===== config.mk =====
export PLATFORM = sky130hd
export DESIGN_NAME = sha256_message_hash_top
export DESIGN_NICKNAME = d
export VERILOG_FILES = /design/src/design/sha_pkg.sv /design/src/design/sha_core.sv /design/src/design/sha256_message_hash_top.sv
export SDC_FILE = /design/constraint.sdc
export NUM_CORES = 2
export LEC_CHECK = 0
export BUFFER_PORTS_ARGS = -buffer_cell sky130_fd_sc_hd__buf_4
export CAP_MARGIN = 10
export CORE_MARGIN = 5
export CORE_UTILIZATION = 37
export DETAILED_ROUTE_END_ITERATION = 6
export GPL_TIMING_DRIVEN = 0
export PLACE_DENSITY_LB_ADDON = 0.1
export SLEW_MARGIN = 30
export SYNTH_ARGS = -nofsm -noshare
export SYNTH_HDL_FRONTEND = slang
export SYNTH_SLANG_ARGS = --single-unit

===== constraint.sdc =====
create_clock -name clk_i -period 10.7 [get_ports clk_i]
set_clock_uncertainty 0.2 [all_clocks]
set_input_delay 0 -clock clk_i [delete_from_list [all_inputs] [get_ports clk_i]]
set_output_delay 0 -clock clk_i [all_outputs]
set_load 0.01 [all_outputs]

===== src/design/sha_pkg.sv =====
// SHA-256 package: shared types, initial hash values, round constants and
// the sigma functions. No dependencies.
`timescale 1ns / 1ps
package sha_pkg;

  typedef logic [7:0][31:0] word8_t;
  typedef logic [15:0][31:0] word16_t;

  // Requests from the message sequencer to the compression unit
  typedef struct packed {
    logic        start;
    logic        load_iv;
    logic        wr_en;
    logic [3:0]  wr_idx;
    logic [31:0] wr_word;
  } core_req_t;

  localparam word8_t IV = {
    32'h5be0cd19, 32'h1f83d9ab, 32'h9b05688c, 32'h510e527f,
    32'ha54ff53a, 32'h3c6ef372, 32'hbb67ae85, 32'h6a09e667
  };

  localparam logic [7:0] PAD_BYTE = 8'h80;
  localparam logic [5:0] LEN_POS  = 6'd56;
  localparam logic [5:0] LAST_POS = 6'd63;

  function automatic logic [31:0] rotr(input logic [31:0] x, input int unsigned n);
    rotr = (x >> n) | (x << (32 - n));
  endfunction

  function automatic logic [31:0] bsig0(input logic [31:0] x);
    bsig0 = rotr(x, 2) ^ rotr(x, 13) ^ rotr(x, 22);
  endfunction

  function automatic logic [31:0] bsig1(input logic [31:0] x);
    bsig1 = rotr(x, 6) ^ rotr(x, 11) ^ rotr(x, 25);
  endfunction

  function automatic logic [31:0] ssig0(input logic [31:0] x);
    ssig0 = rotr(x, 7) ^ rotr(x, 18) ^ (x >> 3);
  endfunction

  function automatic logic [31:0] ssig1(input logic [31:0] x);
    ssig1 = rotr(x, 17) ^ rotr(x, 19) ^ (x >> 10);
  endfunction

  function automatic logic [31:0] round_k(input logic [5:0] r);
    logic [31:0] k;
    unique case (r)
      6'd0:  k = 32'h428a2f98; 6'd1:  k = 32'h71374491;
      6'd2:  k = 32'hb5c0fbcf; 6'd3:  k = 32'he9b5dba5;
      6'd4:  k = 32'h3956c25b; 6'd5:  k = 32'h59f111f1;
      6'd6:  k = 32'h923f82a4; 6'd7:  k = 32'hab1c5ed5;
      6'd8:  k = 32'hd807aa98; 6'd9:  k = 32'h12835b01;
      6'd10: k = 32'h243185be; 6'd11: k = 32'h550c7dc3;
      6'd12: k = 32'h72be5d74; 6'd13: k = 32'h80deb1fe;
      6'd14: k = 32'h9bdc06a7; 6'd15: k = 32'hc19bf174;
      6'd16: k = 32'he49b69c1; 6'd17: k = 32'hefbe4786;
      6'd18: k = 32'h0fc19dc6; 6'd19: k = 32'h240ca1cc;
      6'd20: k = 32'h2de92c6f; 6'd21: k = 32'h4a7484aa;
      6'd22: k = 32'h5cb0a9dc; 6'd23: k = 32'h76f988da;
      6'd24: k = 32'h983e5152; 6'd25: k = 32'ha831c66d;
      6'd26: k = 32'hb00327c8; 6'd27: k = 32'hbf597fc7;
      6'd28: k = 32'hc6e00bf3; 6'd29: k = 32'hd5a79147;
      6'd30: k = 32'h06ca6351; 6'd31: k = 32'h14292967;
      6'd32: k = 32'h27b70a85; 6'd33: k = 32'h2e1b2138;
      6'd34: k = 32'h4d2c6dfc; 6'd35: k = 32'h53380d13;
      6'd36: k = 32'h650a7354; 6'd37: k = 32'h766a0abb;
      6'd38: k = 32'h81c2c92e; 6'd39: k = 32'h92722c85;
      6'd40: k = 32'ha2bfe8a1; 6'd41: k = 32'ha81a664b;
      6'd42: k = 32'hc24b8b70; 6'd43: k = 32'hc76c51a3;
      6'd44: k = 32'hd192e819; 6'd45: k = 32'hd6990624;
      6'd46: k = 32'hf40e3585; 6'd47: k = 32'h106aa070;
      6'd48: k = 32'h19a4c116; 6'd49: k = 32'h1e376c08;
      6'd50: k = 32'h2748774c; 6'd51: k = 32'h34b0bcb5;
      6'd52: k = 32'h391c0cb3; 6'd53: k = 32'h4ed8aa4a;
      6'd54: k = 32'h5b9cca4f; 6'd55: k = 32'h682e6ff3;
      6'd56: k = 32'h748f82ee; 6'd57: k = 32'h78a5636f;
      6'd58: k = 32'h84c87814; 6'd59: k = 32'h8cc70208;
      6'd60: k = 32'h90befffa; 6'd61: k = 32'ha4506ceb;
      6'd62: k = 32'hbef9a3f7; 6'd63: k = 32'hc67178f2;
      default: k = 32'h0;
    endcase
    round_k = k;
  endfunction

endpackage


===== src/design/sha_core.sv =====
// SHA-256 compression unit: one round per cycle over a shifting schedule
// window, chain value kept here. Depends on sha_pkg.
`timescale 1ns / 1ps
module sha_core (
  input  logic               clk_i,
  input  logic               rst_ni,
  input  sha_pkg::core_req_t req_i,
  output logic               busy_o,
  output sha_pkg::word8_t    chain_o
);

  typedef enum logic [2:0] {
    C_IDLE  = 3'b001,
    C_ROUND = 3'b010,
    C_FINAL = 3'b100
  } core_state_e;

  core_state_e      state_q, state_d;
  logic [5:0]       round_q, round_d;
  sha_pkg::word8_t  chain_q, chain_d;
  sha_pkg::word8_t  vars_q, vars_d;
  sha_pkg::word16_t win_q, win_d;

  logic [31:0] new_w, t1, t2;

  always_comb begin
    new_w = sha_pkg::ssig1(win_q[14]) + win_q[9] + sha_pkg::ssig0(win_q[1]) + win_q[0];
    t1 = vars_q[7] + sha_pkg::bsig1(vars_q[4])
         + ((vars_q[4] & vars_q[5]) ^ (~vars_q[4] & vars_q[6]))
         + sha_pkg::round_k(round_q) + win_q[0];
    t2 = sha_pkg::bsig0(vars_q[0])
         + ((vars_q[0] & vars_q[1]) ^ (vars_q[0] & vars_q[2]) ^ (vars_q[1] & vars_q[2]));
  end

  always_comb begin
    state_d = state_q;
    round_d = round_q;
    chain_d = chain_q;
    vars_d  = vars_q;
    win_d   = win_q;
    unique case (state_q)
      C_IDLE: begin
        if (req_i.load_iv) chain_d = sha_pkg::IV;
        if (req_i.wr_en) win_d[req_i.wr_idx] = req_i.wr_word;
        if (req_i.start) begin
          vars_d  = chain_q;
          round_d = '0;
          state_d = C_ROUND;
        end
      end
      C_ROUND: begin
        // advance the working variables and the schedule window together
        vars_d = {vars_q[6:4], vars_q[3] + t1, vars_q[2:0], t1 + t2};
        win_d  = {new_w, win_q[15:1]};
        round_d = round_q + 6'd1;
        if (round_q == sha_pkg::LAST_POS) state_d = C_FINAL;
      end
      C_FINAL: begin
        for (int i = 0; i < 8; i++) chain_d[i] = chain_q[i] + vars_q[i];
        state_d = C_IDLE;
      end
      default: state_d = C_IDLE;
    endcase
  end

  always_ff @(posedge clk_i or negedge rst_ni) begin
    if (!rst_ni) begin
      state_q <= C_IDLE;
      round_q <= '0;
      chain_q <= sha_pkg::IV;
    end else begin
      state_q <= state_d;
      round_q <= round_d;
      chain_q <= chain_d;
    end
  end

  always_ff @(posedge clk_i) begin
    vars_q <= vars_d;
    win_q  <= win_d;
  end

  assign busy_o  = (state_q != C_IDLE);
  assign chain_o = chain_q;

endmodule


===== src/design/sha256_message_hash_top.sv =====
// SHA-256 message hash top level: byte packing, padding sequencer and digest
// output. Depends on sha_pkg and sha_core.
`timescale 1ns / 1ps
// Usage:
//  Slave stream takes one message byte per transaction (tdata), tuser set
//  when the byte is present, tlast on the final transaction of a message.
//  A transaction with tuser low and tlast high ends the message with no
//  byte, so an empty message can be hashed.
//  Master stream returns eight transactions per message: digest word and
//  its index in tdata, tuser set when the padded message is longer than
//  MAX_MESSAGE_BYTES (the word is then zero), tlast on the eighth word.
//  A byte that does not close a 64-byte block leaves the slave side ready; one
//  that closes it waits for 64 rounds of the shared round unit plus start and
//  chain update. After the end transaction the padding bytes are pushed one a
//  cycle while no block is compressing, and each padded block goes through the
//  single round unit in the same way.
//  The slave side is not ready while compression, padding or output run.
//  A stalled master side holds the current word; nothing is dropped.
//  Reset restores the initial hash values and clears the length count.
module sha256_message_hash_top #(
  parameter int unsigned MAX_MESSAGE_BYTES = 256
) (
  input  logic        clk_i,
  input  logic        rst_ni,
  input  logic        s_axis_tvalid_i,
  output logic        s_axis_tready_o,
  input  logic [7:0]  s_axis_tdata_i,   // [7:0] data_byte
  input  logic        s_axis_tuser_i,   // [0] has_byte
  input  logic        s_axis_tlast_i,   // end_of_message
  output logic        m_axis_tvalid_o,
  input  logic        m_axis_tready_i,
  output logic [39:0] m_axis_tdata_o,   // [31:0] digest_word, [34:32] word_index
  output logic        m_axis_tuser_o,   // [0] too_long
  output logic        m_axis_tlast_o    // last_word
);

  localparam logic [10:0] MaxBlocks = 11'(MAX_MESSAGE_BYTES / 64);

  typedef enum logic [3:0] {
    ST_IDLE = 4'b0001,
    ST_WAIT = 4'b0010,
    ST_PAD  = 4'b0100,
    ST_OUT  = 4'b1000
  } top_state_e;

  top_state_e state_q, state_d;
  logic [23:0] asm_q, asm_d;
  logic [15:0] cnt_q, cnt_d;
  logic        ovf_q, ovf_d;
  logic        err_q, err_d;
  logic        pad_act_q, pad_act_d;
  logic        pad_first_q, pad_first_d;
  logic        len_ph_q, len_ph_d;
  logic        pad_done_q, pad_done_d;
  logic [5:0]  pad_pos_q, pad_pos_d;
  logic [2:0]  idx_q, idx_d;

  sha_pkg::core_req_t req;
  sha_pkg::word8_t    chain;
  logic               core_busy;

  logic        push;
  logic [5:0]  push_pos;
  logic [7:0]  push_byte;
  logic [7:0]  len_byte;
  logic [16:0] blk_sum;
  logic        s_acc, m_acc, err_now;
  logic [15:0] len_now;

  sha_core u_core (
    .clk_i  (clk_i),
    .rst_ni (rst_ni),
    .req_i  (req),
    .busy_o (core_busy),
    .chain_o(chain)
  );

  assign s_axis_tready_o = (state_q == ST_IDLE);
  assign s_acc = s_axis_tvalid_i && s_axis_tready_o;
  assign m_axis_tvalid_o = (state_q == ST_OUT);
  assign m_acc = m_axis_tvalid_o && m_axis_tready_i;

  // length field bytes: bit length is len * 8, only 19 bits wide
  always_comb begin
    unique case (pad_pos_q[2:0])
      3'd5:    len_byte = {5'd0, cnt_q[15:13]};
      3'd6:    len_byte = cnt_q[12:5];
      3'd7:    len_byte = {cnt_q[4:0], 3'd0};
      default: len_byte = 8'd0;
    endcase
  end

  always_comb begin
    state_d     = state_q;
    asm_d       = asm_q;
    cnt_d       = cnt_q;
    ovf_d       = ovf_q;
    err_d       = err_q;
    pad_act_d   = pad_act_q;
    pad_first_d = pad_first_q;
    len_ph_d    = len_ph_q;
    pad_done_d  = pad_done_q;
    pad_pos_d   = pad_pos_q;
    idx_d       = idx_q;
    push        = 1'b0;
    push_pos    = cnt_q[5:0];
    push_byte   = s_axis_tdata_i;
    len_now     = cnt_q;
    blk_sum     = '0;
    err_now     = 1'b0;
    req         = '0;

    unique case (state_q)
      ST_IDLE: begin
        if (s_acc) begin
          if (s_axis_tuser_i) begin
            if (&cnt_q) begin
              ovf_d = 1'b1;
            end else begin
              push    = 1'b1;
              len_now = cnt_q + 16'd1;
              cnt_d   = len_now;
            end
          end
          blk_sum = {1'b0, len_now} + 17'd72;
          err_now = ovf_d || ({5'd0, blk_sum[16:6]} > {5'd0, MaxBlocks});
          if (s_axis_tlast_i) begin
            err_d = err_now;
            if (err_now) begin
              // let a block closed by this byte finish before the output
              pad_act_d  = 1'b1;
              pad_done_d = 1'b1;
              state_d    = (push && push_pos == sha_pkg::LAST_POS) ? ST_WAIT : ST_OUT;
            end else begin
              pad_act_d   = 1'b1;
              pad_first_d = 1'b1;
              len_ph_d    = 1'b0;
              pad_done_d  = 1'b0;
              pad_pos_d   = len_now[5:0];
              state_d     = (push && push_pos == sha_pkg::LAST_POS) ? ST_WAIT : ST_PAD;
            end
          end else if (push && push_pos == sha_pkg::LAST_POS) begin
            state_d = ST_WAIT;
          end
        end
      end
      ST_PAD: begin
        push      = 1'b1;
        push_pos  = pad_pos_q;
        push_byte = pad_first_q ? sha_pkg::PAD_BYTE : (len_ph_q ? len_byte : 8'd0);
        pad_first_d = 1'b0;
        pad_pos_d   = pad_pos_q + 6'd1;
        if (!len_ph_q && pad_pos_d == sha_pkg::LEN_POS) len_ph_d = 1'b1;
        if (pad_pos_q == sha_pkg::LAST_POS) begin
          if (len_ph_q) pad_done_d = 1'b1;
          state_d = ST_WAIT;
        end
      end
      ST_WAIT: begin
        if (!core_busy) begin
          if (!pad_act_q)      state_d = ST_IDLE;
          else if (pad_done_q) state_d = ST_OUT;
          else                 state_d = ST_PAD;
        end
      end
      ST_OUT: begin
        if (m_acc) begin
          idx_d = idx_q + 3'd1;
          if (idx_q == 3'd7) begin
            // drop the message state and restore the initial hash
            req.load_iv = 1'b1;
            cnt_d     = '0;
            ovf_d     = 1'b0;
            err_d     = 1'b0;
            asm_d     = '0;
            pad_act_d = 1'b0;
            state_d   = ST_IDLE;
          end
        end
      end
      default: state_d = ST_IDLE;
    endcase

    if (push) begin
      asm_d = {asm_q[15:0], push_byte};
      if (push_pos[1:0] == 2'd3) begin
        req.wr_en   = 1'b1;
        req.wr_idx  = push_pos[5:2];
        req.wr_word = {asm_q, push_byte};
      end
      req.start = (push_pos == sha_pkg::LAST_POS);
    end
  end

  always_ff @(posedge clk_i or negedge rst_ni) begin
    if (!rst_ni) begin
      state_q     <= ST_IDLE;
      asm_q       <= '0;
      cnt_q       <= '0;
      ovf_q       <= 1'b0;
      err_q       <= 1'b0;
      pad_act_q   <= 1'b0;
      pad_first_q <= 1'b0;
      len_ph_q    <= 1'b0;
      pad_done_q  <= 1'b0;
      pad_pos_q   <= '0;
      idx_q       <= '0;
    end else begin
      state_q     <= state_d;
      asm_q       <= asm_d;
      cnt_q       <= cnt_d;
      ovf_q       <= ovf_d;
      err_q       <= err_d;
      pad_act_q   <= pad_act_d;
      pad_first_q <= pad_first_d;
      len_ph_q    <= len_ph_d;
      pad_done_q  <= pad_done_d;
      pad_pos_q   <= pad_pos_d;
      idx_q       <= idx_d;
    end
  end

  assign m_axis_tdata_o = {5'd0, idx_q, err_q ? 32'd0 : chain[idx_q]};
  assign m_axis_tuser_o = err_q;
  assign m_axis_tlast_o = (idx_q == 3'd7);

endmodule


* Word-level counts from Yosys, hierarchy flattened *
Memory sizes are Yosys's and may differ from the RTL's.
Cells that the tools add are included.

word-level totals
  register bits after elaboration = 1092
  latch bits = 0
  bits in writable memories = 0
  bits in read-only memories = 2048
  bits of input ports = 14
  output and inout port bits = 44
  logic and storage cells = 250
  memories = 1

memories
  name              words  width  read ports  clocked after memory_dff  write ports  RTL line       text
  (name not given)  64     32     1           0                         0            sha_pkg.sv:49  unique case (r)

operators by class
  $add $sub $neg = 23
  multiply operators = 0
  divide/modulo/power cells = 0
  order comparisons = 4
  equality and inequality tests = 32
  shift-type cells = 0
  mux-type cells = 91
  bitwise operators = 27
  reductions and logical operators = 27

operators with widths
  cell              number
  $pmux 256 s2      2
  $pmux 512 s2      1
  $add 32x32->32    18
  $bwmux 512        1
  $mux 256          2
  $mux 512          1
  $xor 32x32->32    9
  $and 32x32->32    5
  $demux 32 s4      1
  $bmux 32 s3       1
  $mux 16           6
  $mux 24           4
  $mux 32           3
  $mux 37           2
  $mux 4            11
  $mux 1            32
  $not 32->32       1
  $or 10x32->32     1
  $or 13x32->32     1
  $or 14x32->32     1
  $or 15x32->32     1
  $or 19x32->32     1
  $or 21x32->32     1
  $or 25x32->32     1
  other kinds (44)  97

* Longest topological paths before layout *
  depth after elaboration = 15
  depth in mapped cells = 41
  gate-level depth less buffers = 37

* Cells and area by module *
A second synthesis with hierarchy kept.

unflattened totals
  cells, all modules = 7525
  area, all modules = 74433.9 um^2

by module, submodules not included
  module                   times used  cells each  area an instance (um^2)  seq. area each (um^2)
  sha_core                 1           6883        68499.4                  29864.9
  sha256_message_hash_top  1           642         5934.4                   1477.7

* Worst setup path before layout *
Ideal clock, no wire load.

  kind = register to register
  from = register u_core.round_q[1]
  to = register u_core.vars_q[27] in the netlist's numbering (data pin)
  library setup time = 0.265 ns
  arrival = 8.380 ns
  required time = 10.235 ns
  slack = 1.856 ns
  cell stages (with the launch flop) = 37
  buffers on the path = 3
  clock period less this slack = 8.844 ns
  cells stage by stage = dfrtp_1 > clkbuf_1 > inv_1 > clkbuf_1 > ha_1 > clkbuf_1 > and2_1 > nor3_1 > o21bai_1 > a221oi_1 > fa_1 > inv_1 > fa_1 > fa_1 > inv_1 > ha_1 > fa_1 > a211oi_1 > nor2_1 > nor4_2 > nor2_1 > a21oi_1 > o21bai_1 > a21oi_1 > xnor2_1 > fa_1 > ha_1 > and4_1 > and3_1 > a211o_1 > a41o_1 > a21oi_1 > a211oi_1 > a211o_1 > a21oi_1 > xor2_1 > o21ai_1

RTL lines
  what                    RTL line        text
  from (decl)             sha_core.sv:19  logic [5:0] round_q, round_d;
  from (signal assigned)  sha_core.sv:73  round_q <= round_d;
  to (signal assigned)    sha_core.sv:79  vars_q <= vars_d;
  to (decl)               sha_core.sv:21  sha_pkg::word8_t vars_q, vars_d;

==> results.sh <==
export IMPL_place_congestion=0.9705
export IMPL_critPathTopFamily="compound AO/OA/AOI/OAI gates"
export IMPL_grt_overflow_total=0
export IMPL_layout_commonest_cell="nand2_1"
export IMPL_final_instance_count_excl_fill=10800
export IMPL_first_pass_iters=6
export IMPL_fmaxAchievable_ghz=0.09613
export IMPL_rr_worst_depth=35
export IMPL_met3_usage_pct=4.921
export IMPL_ir_worst_vdd_v=0.0001458
export IMPL_netSwitchingFraction_pct=22.64
export IMPL_hold_class="input pin to flop"
export IMPL_crit_type="flop to flop"
export IMPL_start_util_pct=37.15
export IMPL_clkTransAtPathRegs_ps=60
export IMPL_synth_edff_count=768
export IMPL_clock_latency_ps=830
export IMPL_final_nets=8635
export IMPL_avgViaCountPerCell=5.752
export IMPL_wire_per_inst_microns=29.60
export IMPL_power_uw=9280
export IMPL_critPathMaxFanout=10
export IMPL_syn_mean_instance_area_sq_um=9.553
export IMPL_worstPathArrival_ps=10720
export IMPL_place_area_sq_um=79300
export IMPL_cp_num_buf_inv=9
export IMPL_hold_ws_ps=43.91
export IMPL_p_per_area_nw_per_um2=110.1
export IMPL_switching_power_uw=2101
export IMPL_slowest_stage="fa_1"
export IMPL_cp_slowest_stage_delay_ps=610
export IMPL_cts_max_path_buffers=3
export IMPL_die_h_microns=457.7
export IMPL_hold_violations=0
export IMPL_ys_seq_area_share_pct=42.26
export IMPL_max_cap_violations=0
export IMPL_portBuffers=52
export IMPL_core_sq_um=199700
export IMPL_end_kind="flop"
export IMPL_finalCritPeriodShare_pct=97.22
export IMPL_die_area_sq_um=209500
export IMPL_area_delta_synth_final_pct=13.62
export IMPL_comb_power_share_pct=0.6
export IMPL_ys_flop_type="edfxtp_1"
export IMPL_rows=164
export IMPL_drt_iter0_markers=6411
export IMPL_grt_pass1_vias=59780
export IMPL_dp_cells=10522
export IMPL_syn_inst=7764
export IMPL_die_w_microns=457.7
export IMPL_dpl_hpwl_mm=250.5
export IMPL_use_met2_pct=48.79
export IMPL_cts_htree_levels=4
export IMPL_async_reset_ff_share_pct=29.67
export IMPL_status="completed"
export IMPL_routed_wl_mm=319.7
export IMPL_critical_path_depth=35
export IMPL_rsz0062_at_grt="no"
export IMPL_p_int_uw=7179
export IMPL_met1_usage_pct=38.12
export IMPL_root_buffer="clkbuf_16"
export IMPL_vias=62119
export IMPL_fin_tns_setup_ps=0
export IMPL_ys_warn_count=0
export IMPL_cts_tree="yes"
export IMPL_setup_violations=0
export IMPL_antenna_found_initial=13
export IMPL_seqPwrFrac_pct=48.3
export IMPL_grt_busiest_layer="met2"
export IMPL_grt_pass1_wl_mm=447.1
export IMPL_synth_cell_types=114
export IMPL_drc=0
export IMPL_cp_required_ps=11020
export IMPL_p_leak_uw=0.03344
export IMPL_antenna_left=0
export IMPL_drive_gt1_share_pct=9.034
export IMPL_final_area_sq_um=84270
export IMPL_ys_seq_elements=1092
export IMPL_layout_common_cells="nand2_1, o21ai_0, edfxtp_1"
export IMPL_tightest_slew_ps=1118
export IMPL_grt_max_degree=83
export IMPL_grt_total_usage_pct=29.51
export IMPL_numClockSinks=1092
export IMPL_slew_violations=0
export IMPL_clock_power_share_pct=51.1
export IMPL_maxSlewHeadroom_pct=25.47
export IMPL_start_kind="flop"
export IMPL_syn_cell_area_sq_um=74170
export IMPL_pin_count=58
export IMPL_period_needed_ps=10400
export IMPL_hold_depth=5
export IMPL_numCtsBuffers=134
[routing by layer]
layer	wire length (microns)	vias to the layer above
li1	-	28154
met3	20640	598
met5	55	-
met4	16530	8
met2	150800	2365
met1	131700	30994
[area by class of cell]
type | instances | area [sq um]
inverter | 264 | 1002
antenna | 8 | 20.02
clock inverter | 63 | 729.5
sequential | 1092 | 31340
fill | 19786 | 115400
multi-input combinational | 5961 | 40430
buffer | 446 | 1848
timing repair buffer | 126 | 1799
tap | 2656 | 3323
clock buffer | 184 | 3766
[sequential cells by signal (all words and copies together) (netlist names), 3 cells and up]
register / cells
asm_q: 24
cnt_q: 16
idx_q: 3
pad_pos_q: 6
state_q: 4
u_core.chain_o: 256
u_core.round_q: 6
u_core.state_q: 3
u_core.vars_q: 256
u_core.win_q: 512
[logic make-up after synthesis]
kind of cell / after synthesis / share of synthesized area [%]
AND/OR/NAND/NOR: 2480 / 14.26
adder cells (fa/ha/maj): 619 / 12.34
AO/OA/AOI/OAI: 2136 / 17.44
multiplexers: 147 / 3.170
other: 1 / 0.005056
flip-flops: 1092 / 42.26
XOR/XNOR: 574 / 6.797
buffers and inverters: 715 / 3.725
[worst min-delay path: stages]
cell	delay, ps
dlygate4sd3_1	530
buf_4	100
nand2_1	40
o21ai_0	160
a22o_1	180
[power groups by stage]
stage	sequential, uW	clock [uW]	combinational, uW
after global routing	4480	4980	57.5
after global placement	4570	0	38.7
after floorplan	4570	0	3.69
final	4490	4740	51.4
after detailed placement	4570	0	44.8
after CTS	4490	4820	53.0
[synthesized netlist by cell type, drive strengths merged, types with 24 or more instances]
master	n	share of area, %
a211oi	66	0.70
a21o	167	1.7
a21oi	474	3.2
a22o	27	0.32
a31oi	60	0.51
and2	24	0.21
and3	47	0.40
buf	74	0.48
clkbuf	377	1.9
dfrtp	186	6.3
dfstp	138	4.9
edfxtp	768	31
fa	195	5.3
ha	401	6.8
inv	264	1.3
mux2i	68	0.92
mux4	69	2.1
nand2	1531	7.7
nand2b	54	0.46
nand3	128	0.88
nand4	25	0.21
nor2	412	2.1
nor2b	43	0.36
nor3	83	0.59
o211ai	29	0.30
o21a	61	0.62
o21ai	920	6.2
o21bai	53	0.54
o22ai	36	0.30
o31ai	30	0.33
or3	33	0.28
xnor2	368	4.3
xor2	205	2.4
[per-stage QoR]
step | setup slack (ps) | utilization, %
CTS | 30.38 | 42.16
global route | 24.86 | 42.20
detailed placement | -1062 | 39.72
floorplan | 1856 | -
finish | 297.9 | 42.21
global placement | -2947 | 39.01
[final timing paths]
path	end	from	slack, ps
worst min register to register	u_core.chain_o[95]	u_core.chain_o[95]	280
worst max-delay path	u_core.vars_q[31]	u_core.round_q[3]	300
min in group asynchronous	u_core.chain_o[136]	rst_ni	220
worst max register to register	u_core.vars_q[31]	u_core.round_q[3]	300
max in group asynchronous	ovf_q	rst_ni	9230
worst min-delay path	asm_q[5]	s_axis_tdata_i[5]	40
[timing repair]
item | in CTS | in global routing
pin swaps | 1 | 0
gates resized for setup | 33 | 31
hold buffers | 25 | 0
setup endpoints to repair | 23 | 16
hold endpoints to repair | 382 | 0
setup buffers | 2 | 0
No activity file was read; power rests on OpenSTA's default activity.
